<file path="config.mk">
export PLATFORM = sky130hd
export DESIGN_NAME = cgpr_cfg
export DESIGN_NICKNAME = d
export VERILOG_FILES = /design/src/sv/assert_macros.svh /design/src/sv/cgpr_pkg.sv /design/src/sv/cgpr_cfg.sv
export SDC_FILE = /design/constraint.sdc
export NUM_CORES = 1
export LEC_CHECK = 0
export BUFFER_PORTS_ARGS = -buffer_cell sky130_fd_sc_hd__buf_2
export CAP_MARGIN = 20
export CORE_ASPECT_RATIO = 1.2
export CORE_MARGIN = 5
export CORE_UTILIZATION = 29
export DETAILED_ROUTE_END_ITERATION = 8
export GPL_TIMING_DRIVEN = 0
export PLACE_DENSITY = 0.79
export SYNTH_ARGS = -nofsm -noshare
export SYNTH_HDL_FRONTEND = slang
export SYNTH_SLANG_ARGS = --single-unit
</file>
<file path="constraint.sdc">
create_clock -name clk -period 1 [get_ports clk]
set_input_delay 0.15 -clock clk [delete_from_list [all_inputs] [get_ports clk]]
set_output_delay 0.15 -clock clk [all_outputs]
set_load 0.05 [all_outputs]
</file>
<file path="src/sv/assert_macros.svh">
// assertion macros used by the ranker top level
// needs a clk and an active-high rst in the scope of use
`ifndef ASSERT_MACROS_SVH
`define ASSERT_MACROS_SVH

// property checked on every clock edge outside reset
`define CGPR_ASSERT(lbl, prop) \
  lbl: assert property (@(posedge clk) disable iff (rst) prop) \
    else $error("cgpr assertion failed");

// condition that must hold in the cycle after a trigger
`define CGPR_ASSERT_NEXT(lbl, trig, prop) \
  lbl: assert property (@(posedge clk) disable iff (rst) (trig) |=> (prop)) \
    else $error("cgpr assertion failed");

`endif

</file>
<file path="src/sv/cgpr_pkg.sv">
// types, constants and bit helpers of the circular gap pattern ranker
// no dependencies
package cgpr_pkg;

  localparam int MaxBits = 32;
  localparam int MinBits = 8;
  localparam int RegPatternBits = 0;

  typedef struct packed {
    logic [31:0] pattern_a;
    logic [31:0] pattern_b;
  } item_t;

  typedef struct packed {
    logic       a_better;
    logic       a_valid;
    logic       b_valid;
    logic [4:0] a_min_gap;
    logic [4:0] b_min_gap;
  } result_t;

  typedef logic [31:0][4:0] gap_vec_t;
  typedef logic [31:0][5:0] cnt_vec_t;

  typedef struct packed {
    logic en1;
    logic en2;
    logic en3;
  } stage_en_t;

  // isolate lowest set bit
  function automatic logic [31:0] lowbit32(input logic [31:0] x);
    lowbit32 = x & (~x + 32'd1);
  endfunction

  // one-hot to binary index
  function automatic logic [4:0] enc32(input logic [31:0] oh);
    logic [4:0] r;
    r = '0;
    for (int i = 0; i < 32; i++) begin
      if (oh[i]) r = r | 5'(i);
    end
    enc32 = r;
  endfunction

endpackage

</file>
<file path="src/sv/cgpr_cfg.sv">
// apb register file: the pattern_bits register
// depends on cgpr_pkg
module cgpr_cfg import cgpr_pkg::*; (
  input  logic        clk,
  input  logic        rst,
  input  logic        psel,
  input  logic        penable,
  input  logic        pwrite,
  input  logic [2:0]  paddr,
  input  logic [31:0] pwdata,
  output logic [31:0] prdata,
  output logic        pready,
  output logic [5:0]  pattern_bits
);

  logic sel_reg;
  assign sel_reg = (paddr[2] == 1'(RegPatternBits));
  assign pready  = 1'b1;
  assign prdata  = sel_reg ? {26'd0, pattern_bits} : 32'd0;

  always_ff @(posedge clk) begin
    if (rst) begin
      pattern_bits <= 6'd32;
    end else if (psel && penable && pwrite && sel_reg) begin
      pattern_bits <= pwdata[5:0];
    end
  end

endmodule

</file>
# Yosys cells after proc, flatten, opt, wreduce, memory -nomap -nowiden
# Cells that the tools add are included.
# totals
in_bits,40
register_bits,6
elab_cells,6
output_inout_bits,39
# op_classes
bitwise_logic,1
n_reduce_logical,3
n_mux,1
# op_table
operator,count
$mux W6,1
$logic_and A1 B1 Y1,3
$not A1 Y1,1

# Logic depth before layout (Yosys ltp)
# logic_depth
depth_word,3
depth_mapped,3
mapped_depth_nobuf,2

# Least setup slack after synthesis
# Ideal clock, no wire load.
# synth_path
path_type,register -> output
from,register pattern_bits[0]
to,output port prdata[0]
slack_ns,-0.160
n_path_buf,0
required_time_ns,0.850
t_arrival_ns,1.010
path_stages_with_launch,2
path_cell_list,dfxtp_1 -> and2b_2
# synth_via
elab_chain_cells,1
# synth_lines
element,line,text
"start, declared",cgpr_cfg.sv:13,output logic [5:0] pattern_bits
"start signal, assigned",cgpr_cfg.sv:25,pattern_bits <= pwdata[5:0];
$mux W6,cgpr_cfg.sv:19,"assign prdata = sel_reg ? {26'd0, pattern_bits} : 32'd0;"
"end, declared",cgpr_cfg.sv:11,"output logic [31:0] prdata,"
# No other way between the ends.

# Worst setup path after layout
# layout_path
from,register pattern_bits[5]
to,output port prdata[5]
# The elaborated chain is that of the path after synthesis.

==> flow_summary.ini <==
[synth]
ys_seq_area_share_pct = 22.3
synth_area_leader_cell = buf_4
synthesis.area_um2 = 538
ys_seq_elements = 6
netlist_top_cells_area = buf_4 (38%), dfxtp_1 (22%), nand2b_1 (12%), mux2i_1 (11%), and2b_2 (9.8%)
ys_warn_count = 0
postSynthAreaPerCell_um2 = 8.68
synthCells = 62
synthTopCellsByCount = buf_4 (27), nand2b_1 (10), and2b_2 (6), dfxtp_1 (6), mux2i_1 (6)
ys.flop_type = dfxtp_1
synthDistinctLibCells = 10
async_flop_share_pct = 0
netlist.area_leader.share_pct = 37.7
synth_edf_count = 0
yosysMostFrequentCell = buf_4

[timing]
finalHoldViolCount = 0
whs_ns = 0.154
finalSetupViolCount = 6
fin_crit_ns = 1.06
slew_viol_final = 0
fin_ws_ns = -0.0596
fin_crit_sh_pct = 106
max_freq_mhz = 944
skew_ns = 0
rsz0062_at_grt = yes
tns_ns = -0.321

[worst_setup_path]
cp_max_fo = 3
slowest_stage = dfxtp_2
path_class = reg2out
cp_num_buf_inv = 1
crit_arrival_ns = 0.91
worst-path-stages = 2
crit_path_cell_trace = and2b_2 > buf_6
startpoint_type = flip-flop
crit_path_max_incr_delay_ns = 0.32
critPathCaptureType = output port
crit_family = flip-flops
cp.required_ns = 0.85
r2r_cells = 2

[final_layout]
fillCellCount = 190
multi_input_comb_area_um2 = 294
regArea_um2 = 128
area_delta_synth_final_pct = 58.1
largestRegisters = pattern_bits x6
drive_gt1_share_pct = 58.4
largest_reg_flops = 6
top_register = pattern_bits
final_nets = 155
antenna_cells = 0

[cts]
cts_max_path_buffers = 2
cts_hold_buf = 0
cts_tree = built
cts_setup_buffers = 0
cts_inserted_buffers = 3
clock_latency_ns = 0.24
cts-root-buf = clkbuf_4
clk_pin_slew_ns = 0.05
h-tree-depth = 1
clock-sinks = 6

[detailed_routing]
dr.pass1.iters = 2
routedWlPerCell_um = 8.84
vias = 448
vias_per_cell = 3.39
drt-initial-drc-count = 1
drc = 0
ant_nets = 0
wl_um = 1170

[flow_run]
maxCapViolCount = 0

[global_route]
grt_pass1_vias = 388
grt_max_degree = 11
grt_pass1_wl_um = 1810
grtUsageTotal_pct = 8.37
antenna_found_initial = 0
grt_overflow = 0

[power_and_ir_drop]
p_per_area_nw_per_um2 = 1070
p_total_uw = 907
ir_drop_v = 0.000535
power.leakage_nw = 0.490

[floorplanning]
core_area_um2 = 1810
dieWidth_um = 49.3
dieArea_um2 = 2820
initial_utilization_pct = 29.8
rows = 17
io_pins = 79
dieHeight_um = 57.2

[run_status]
outcome = finished, violations left
violations = setup timing

[placement]
io_buffers = 23
hpwl_um = 998
place.gp.congestion = 0.646

[min_path]
hold_depth = 3
hp-class = in2reg
-- placed cells by master, fill, tap and decap left out --
cell      synthesis  routed
conb_1            2      27
clkbuf_1          1       1
nor2_1            2       2
buf_4            27      27
clkbuf_4          0       8
buf_6             1       7
and4b_1           1       1
and2b_2           6       6
buf_2             0      12
dfxtp_2           0       6
mux2i_1           6       6
nand2b_1         10      10
-- tightest hold or removal path: cells and delay by family --
kind | cells | cell delay (ns)
buffers and inverters | 1 | 0.09
AND/OR/NAND/NOR | 1 | 0.05
multiplexers | 1 | 0.06
-- logic make-up after synthesis --
family	share of synthesized area, %
simple gates	24.7
flops	22.3
mux	11.2
other cells	1.40
buf+inv	40.5
-- per-layer routing --
metal  GRT usage [%]  vias up  routed length (µm)
li1                -      240                   -
met1            9.75      175                 411
met2            12.5       31                 569
met3            3.92        2                 169
met4            4.62        0                  16
met5               0        -                   0
-- repair_timing --
action                     CTS  global route
hold endpoints to repair     0             0
setup endpoints to repair    7            12
cloned                       0             0
resized for setup           12             5
-- stage by stage --
stage / setup WS, ns / utilization [%] / cell area, µm² / std cells
after detailed placement: 0.0139 / 43.0 / 778 / 129
after global routing: -0.0949 / 47.1 / 851 / 132
final: -0.0596 / 47.1 / 851 / 132
after global placement: 0.0596 / 43.0 / 778 / 129
after CTS: -0.0691 / 46.4 / 838 / 132
after floorplan: 0.0235 / - / 639 / 87
-- layout make-up --
| cell class | instances | share of cell area [%] |
|---|---|---|
| plain buffers | 29 | 25.6 |
| clock buffers | 3 | 2.65 |
| multi-input cells | 52 | 34.6 |
| flip-flops and latches | 6 | 15.0 |
| well taps | 19 | 2.79 |
| repair buffers | 23 | 19.4 |
-- power by group --
part           leakage, nW  internal, mW  switching, mW
Combinational        0.425         0.125          0.299
Clock               0.0138         0.136         0.0973
Sequential          0.0506         0.246        0.00360
-- final timing paths --
check                  start              end  slack [ns]
max reg2reg  pattern_bits[5]  pattern_bits[5]        0.39
max          pattern_bits[5]        prdata[5]       -0.06
min                pwdata[0]  pattern_bits[0]        0.15
min reg2reg  pattern_bits[2]  pattern_bits[2]        0.47
No activity file was read; power rests on OpenSTA's default activity.
