## src/sv/assert_macros.svh

```systemverilog
// assertion macros used by the ranker top level
// needs a clk and an active-high rst in the scope of use
`ifndef ASSERT_MACROS_SVH
`define ASSERT_MACROS_SVH

// property checked on every clock edge outside reset
`define CGPR_ASSERT(lbl, prop) \
  lbl: assert property (@(posedge clk) disable iff (rst) prop) \
    else $error("cgpr assertion failed");

// condition that must hold in the cycle after a trigger
`define CGPR_ASSERT_NEXT(lbl, trig, prop) \
  lbl: assert property (@(posedge clk) disable iff (rst) (trig) |=> (prop)) \
    else $error("cgpr assertion failed");

`endif

```

## src/sv/cgpr_pkg.sv

```systemverilog
// types, constants and bit helpers of the circular gap pattern ranker
// no dependencies
package cgpr_pkg;

  localparam int MaxBits = 32;
  localparam int MinBits = 8;
  localparam int RegPatternBits = 0;

  typedef struct packed {
    logic [31:0] pattern_a;
    logic [31:0] pattern_b;
  } item_t;

  typedef struct packed {
    logic       a_better;
    logic       a_valid;
    logic       b_valid;
    logic [4:0] a_min_gap;
    logic [4:0] b_min_gap;
  } result_t;

  typedef logic [31:0][4:0] gap_vec_t;
  typedef logic [31:0][5:0] cnt_vec_t;

  typedef struct packed {
    logic en1;
    logic en2;
    logic en3;
  } stage_en_t;

  // isolate lowest set bit
  function automatic logic [31:0] lowbit32(input logic [31:0] x);
    lowbit32 = x & (~x + 32'd1);
  endfunction

  // one-hot to binary index
  function automatic logic [4:0] enc32(input logic [31:0] oh);
    logic [4:0] r;
    r = '0;
    for (int i = 0; i < 32; i++) begin
      if (oh[i]) r = r | 5'(i);
    end
    enc32 = r;
  endfunction

endpackage

```

## src/sv/cgpr_hist.sv

```systemverilog
// third stage for one pattern: histogram of the listed gaps
// depends on cgpr_pkg
module cgpr_hist import cgpr_pkg::*; (
  input  logic        clk,
  input  stage_en_t   en,
  input  logic [31:0] inc,
  input  gap_vec_t    gap,
  output cnt_vec_t    cnt
);

  cnt_vec_t    cnt_next;
  logic [31:0] hit;

  always_comb begin
    for (int g = 0; g < 32; g++) begin
      for (int i = 0; i < 32; i++) begin
        hit[i] = inc[i] && (gap[i] == 5'(g));
      end
      cnt_next[g] = 6'($countones(hit));
    end
  end

  always_ff @(posedge clk) begin
    if (en.en3) cnt <= cnt_next;
  end

endmodule

```

## config.mk

```make
export PLATFORM = sky130hd
export DESIGN_NAME = cgpr_hist
export DESIGN_NICKNAME = d
export VERILOG_FILES = /design/src/sv/assert_macros.svh /design/src/sv/cgpr_pkg.sv /design/src/sv/cgpr_hist.sv
export SDC_FILE = /design/constraint.sdc
export NUM_CORES = 2
export LEC_CHECK = 0
export BUFFER_PORTS_ARGS = -buffer_cell sky130_fd_sc_hd__buf_2
export CORE_ASPECT_RATIO = 0.6
export CORE_MARGIN = 4
export CORE_UTILIZATION = 35
export CTS_BUF_LIST = sky130_fd_sc_hd__clkbuf_2
export CTS_CLUSTER_SIZE = 12
export DETAILED_ROUTE_END_ITERATION = 7
export PLACE_DENSITY = 0.54
export SLEW_MARGIN = 40
export SYNTH_ARGS = -nofsm -noshare
export SYNTH_HDL_FRONTEND = slang
export SYNTH_SLANG_ARGS = --single-unit
```

## constraint.sdc

```tcl
create_clock -name clk -period 10.1 [get_ports clk]
set_input_delay 2.02 -clock clk [delete_from_list [all_inputs] [get_ports clk]]
set_output_delay 2.02 -clock clk [all_outputs]
set_load 0.03 [all_outputs]
```

# Yosys cells after proc, flatten, opt, wreduce, memory -nomap -nowiden
# Cells that the tools add are included.
# totals
regBits	192
in_bits	196
output_inout_bits	192
word_cells	3072
# classes
n_addsub	992
eq_ne	992
reduce_logical	1056
# op_table
operator	n
5-bit equality test, second input constant	512
5-bit by 4-bit equality test with 1-bit output, second input constant	256
1-bit by 1-bit adder with 2-bit output	512
1-bit logical AND	1024
2-bit by 2-bit adder with 3-bit output	256
5-bit by 3-bit equality test with 1-bit output, second input constant	128
3-bit by 3-bit adder with 4-bit output	128
4-bit by 4-bit adder with 5-bit output	64
5-bit by 2-bit equality test with 1-bit output, second input constant	64
5-bit by 5-bit adder with 6-bit output	32
5-bit by 1-bit equality test with 1-bit output, second input constant	32
5-bit zero test	32

# Logic depth before layout (Yosys ltp)
# logic_depth
ltp_word	7
mapped_depth	19
ltp_nobuf	18

# Least setup slack after synthesis
# Ideal clock, no wire load.
# synth_timing
path_type	input-to-reg
startpoint	input gap[96] in the netlist's numbering
endpoint	register cnt[88] in the netlist's numbering, data pin
setup_ps	258
arrival_time_ps	6863
t_required_ps	9842
path_slack_ps	2979
stages	18
path_buffers	1
cell_sequence	buf_2 -> nor2b_1 -> and2b_1 -> nand3_1 -> fa_1 -> fa_1 -> inv_1 -> fa_1 -> inv_1 -> fa_1 -> fa_1 -> fa_1 -> inv_1 -> ha_1 -> fa_1 -> a21o_1 -> a21oi_1 -> xnor2_1
# synth_rtl
item	line_no	text
from (decl)	cgpr_hist.sv:7	input gap_vec_t gap,
to (signal assigned)	cgpr_hist.sv:24	if (en.en3) cnt <= cnt_next;
to (decl)	cgpr_hist.sv:8	output cnt_vec_t cnt

==> impl_metrics.py <==
metrics = {
    "clock_network": {
        "postCtsHoldBufs": 0,
        "cts.clk_slew.worst_paths_ns": 0.36,
        "cts.htree.levels": 4,
        "post_cts_buffers": 0,
        "cts_buffers": 17,
        "cts_resized": 0,
        "clockBufferDepth": 2,
        "clock_sinks": 192,
        "cts_root_buf": "clkbuf_2",
        "tritoncts": "built",
    },
    "final_layout": {
        "largest_reg_flops": 192,
        "fillers": 11054,
        "area_delta_synth_final_pct": 9.59,
        "drive_above_1_share_pct": 10.8,
        "nNetsFinal": 5637,
        "top_regs": "cnt x192",
        "top_register": "cnt",
    },
    "timing": {
        "hold_ws_ns": 1.37,
        "hold_viol": 0,
        "max_freq_mhz": 136,
        "fin_crit_ns": 7.36,
        "rsz0062_at_grt": "no",
        "final-setup-viol-count": 0,
        "tightest_slew_ns": 0.932,
        "post-route-period-util_pct": 72.9,
        "slew_violations": 0,
        "slew-limit-headroom_pct": 37.6,
        "finalSetupTns_ns": 0,
    },
    "status": {
        "outcome": "completed",
    },
    "routing": {
        "dr_total_vias": 29894,
        "viasPerCell": 5.07,
        "dr.pass1.iters": 5,
        "drt-total-wl_um": 179000,
        "routedWlPerCell_um": 30.4,
        "final_antenna_net_count": 0,
        "drc": 0,
        "drt_iter0_drc": 3281,
    },
    "worst_setup_path": {
        "crit_path_top_delay_cell": "fa_1",
        "worst_ep_required_time_ns": 11.16,
        "critPathKind": "input pin to flip-flop",
        "worst_ep_arrival_time_ns": 8.42,
        "crit_chain": "buf_2 -> nor2b_1 -> and2b_1 -> nand2_1 -> fa_1 -> fa_1 -> fa_1 -> fa_1 -> fa_1 -> inv_1 -> fa_1 -> ha_1 -> inv_1 -> fa_1 -> nand2b_1 -> a21oi_1 -> xor2_1",
        "cpPeakStageDelay_ns": 0.70,
        "worst-path-max-fanout": 9,
        "crit_top_cell": "fa_1",
        "endpoint_kind": "flip-flop",
        "cp-start-kind": "input pin",
    },
    "yosys": {
        "ys_types": 41,
        "yosysTopAreaCell": "fa_1",
        "synth_area_per_cell_um2": 9.05,
        "syn-num-nets": 5331,
        "yosysSeqAreaShare_pct": 15.4,
        "synthFlopType": "edfxtp_1",
        "syn-cell-area_um2": 37500,
        "ys_seq_elements": 192,
        "synth_cells": 4143,
        "yosysMostFrequentCell": "inv_1",
        "async_reset_ff_share_pct": 0,
        "yosysTopAreaCellShare_pct": 41.0,
        "synth_common_cells": "inv_1, fa_1, nand2_1",
        "synth.area.top_cells": "fa_1, edfxtp_1, inv_1, ha_1, nand2_1",
        "yosys_warnings": 0,
        "synth_edf_count": 192,
    },
    "grt": {
        "grt_max_degree": 75,
        "grt_pass1_wl_um": 242000,
        "grt_pass1_vias": 29861,
        "grt_overflow_total": 0,
        "antenna_found_initial": 28,
        "gr-usage-all-layers_pct": 31.9,
    },
    "power": {
        "vdd_drop_max_uv": 73.8,
        "p_per_area_nw_per_um2": 60.1,
        "p_leak_uw": 0.0198,
        "finalPower_uw": 2470,
    },
    "placement": {
        "place.gp.congestion": 1.03,
        "dp_hpwl_um": 162000,
        "numPortBuffers": 385,
    },
    "floorplanning": {
        "coreArea_um2": 106000,
        "ioPinCount": 388,
        "die_x_um": 430,
        "die_h_um": 261,
        "rows": 92,
        "dieArea_um2": 113000,
        "initial_core_util_pct": 35.5,
    },
    "min_path": {
        "hold_path.class": "input pin to flip-flop",
    },
    "job": {
        "max_cap_viol_count": 0,
    },
}
-- cells by family after synthesis --
| group | after synthesis | share of synthesized area, % |
|---|---|---|
| and+or+nand+nor | 1756 | 21.5 |
| adders and majority gates | 992 | 48.5 |
| buffers and inverters | 969 | 10.1 |
| DFF | 192 | 15.4 |
| AOI/OAI and AO/OA | 138 | 2.24 |
| xor gates and xnor gates | 96 | 2.24 |
-- report_power, final --
part	internal (uW)	leakage, uW	switching, uW
registers	960	0.00183	16.8
clock network	105	0.000154	322
logic	304	0.0178	762
-- metrics by stage --
| step | utilization, % | worst slack [ns] | cells | area [um2] |
|---|---|---|---|---|
| CTS | 38.8 | 3.07 | 5872 | 41000 |
| floorplan | - | 2.98 | 4143 | 37500 |
| global route | 38.8 | 2.82 | 5879 | 41000 |
| global placement | 38.5 | 1.64 | 5840 | 40700 |
| detailed placement | 38.6 | 1.64 | 5840 | 40800 |
| finish | 38.9 | 2.74 | 5894 | 41100 |
-- critical path: cells and delay by family --
| family | cells | cell delay (ns) |
|---|---|---|
| adder cells (fa/ha/maj) | 8 | 4.28 |
| AND/OR/NAND/NOR | 4 | 1.35 |
| buffers and inverters | 3 | 0.38 |
| AO/OA/AOI/OAI | 1 | 0.16 |
| XOR/XNOR | 1 | 0.19 |
-- layout make-up --
cell class / count / area [um2] / share of cell area, %
antenna: 22 / 55.1 / 0.134
clock buffer: 17 / 85.1 / 0.207
clock inverter: 15 / 166 / 0.405
inverter: 858 / 3220 / 7.84
multi-input combinational: 2982 / 28000 / 68.1
sequential: 192 / 5770 / 14.0
tap: 1410 / 1760 / 4.30
timing repair buffer: 398 / 2040 / 4.97
-- worst paths after layout --
path	from	to	slack [ns]	cells past startpoint
worst max-delay path	gap[86]	cnt[112]	2.74	17
worst min-delay path	en[0]	cnt[112]	1.37	1
-- cells in the final DEF (no fill, tap or decap), drive strengths merged, types with 18 or more instances in the layout --
cell type / n
fa: 768
and2: 65
and2b: 55
nor3: 80
xnor2: 47
buf: 397
inv: 867
and3: 18
nand2b: 110
edfxtp: 192
nand3: 171
nand2: 734
diode: 22
clkbuf: 18
xor2: 49
nor2b: 88
a21o: 25
nor2: 371
nor4: 21
ha: 224
a21oi: 64
-- metal layers --
layer,track usage [%],part of all wire [%],routed length [um],vias up
met5,0,0.052,94,-
met4,6.56,2.1,3700,14
met3,12.4,12,21800,128
met2,44.3,40,71500,1363
met1,46.8,46,82300,15288
li1,-,-,-,13101
Note: power is estimated with default switching activity, not from simulation.
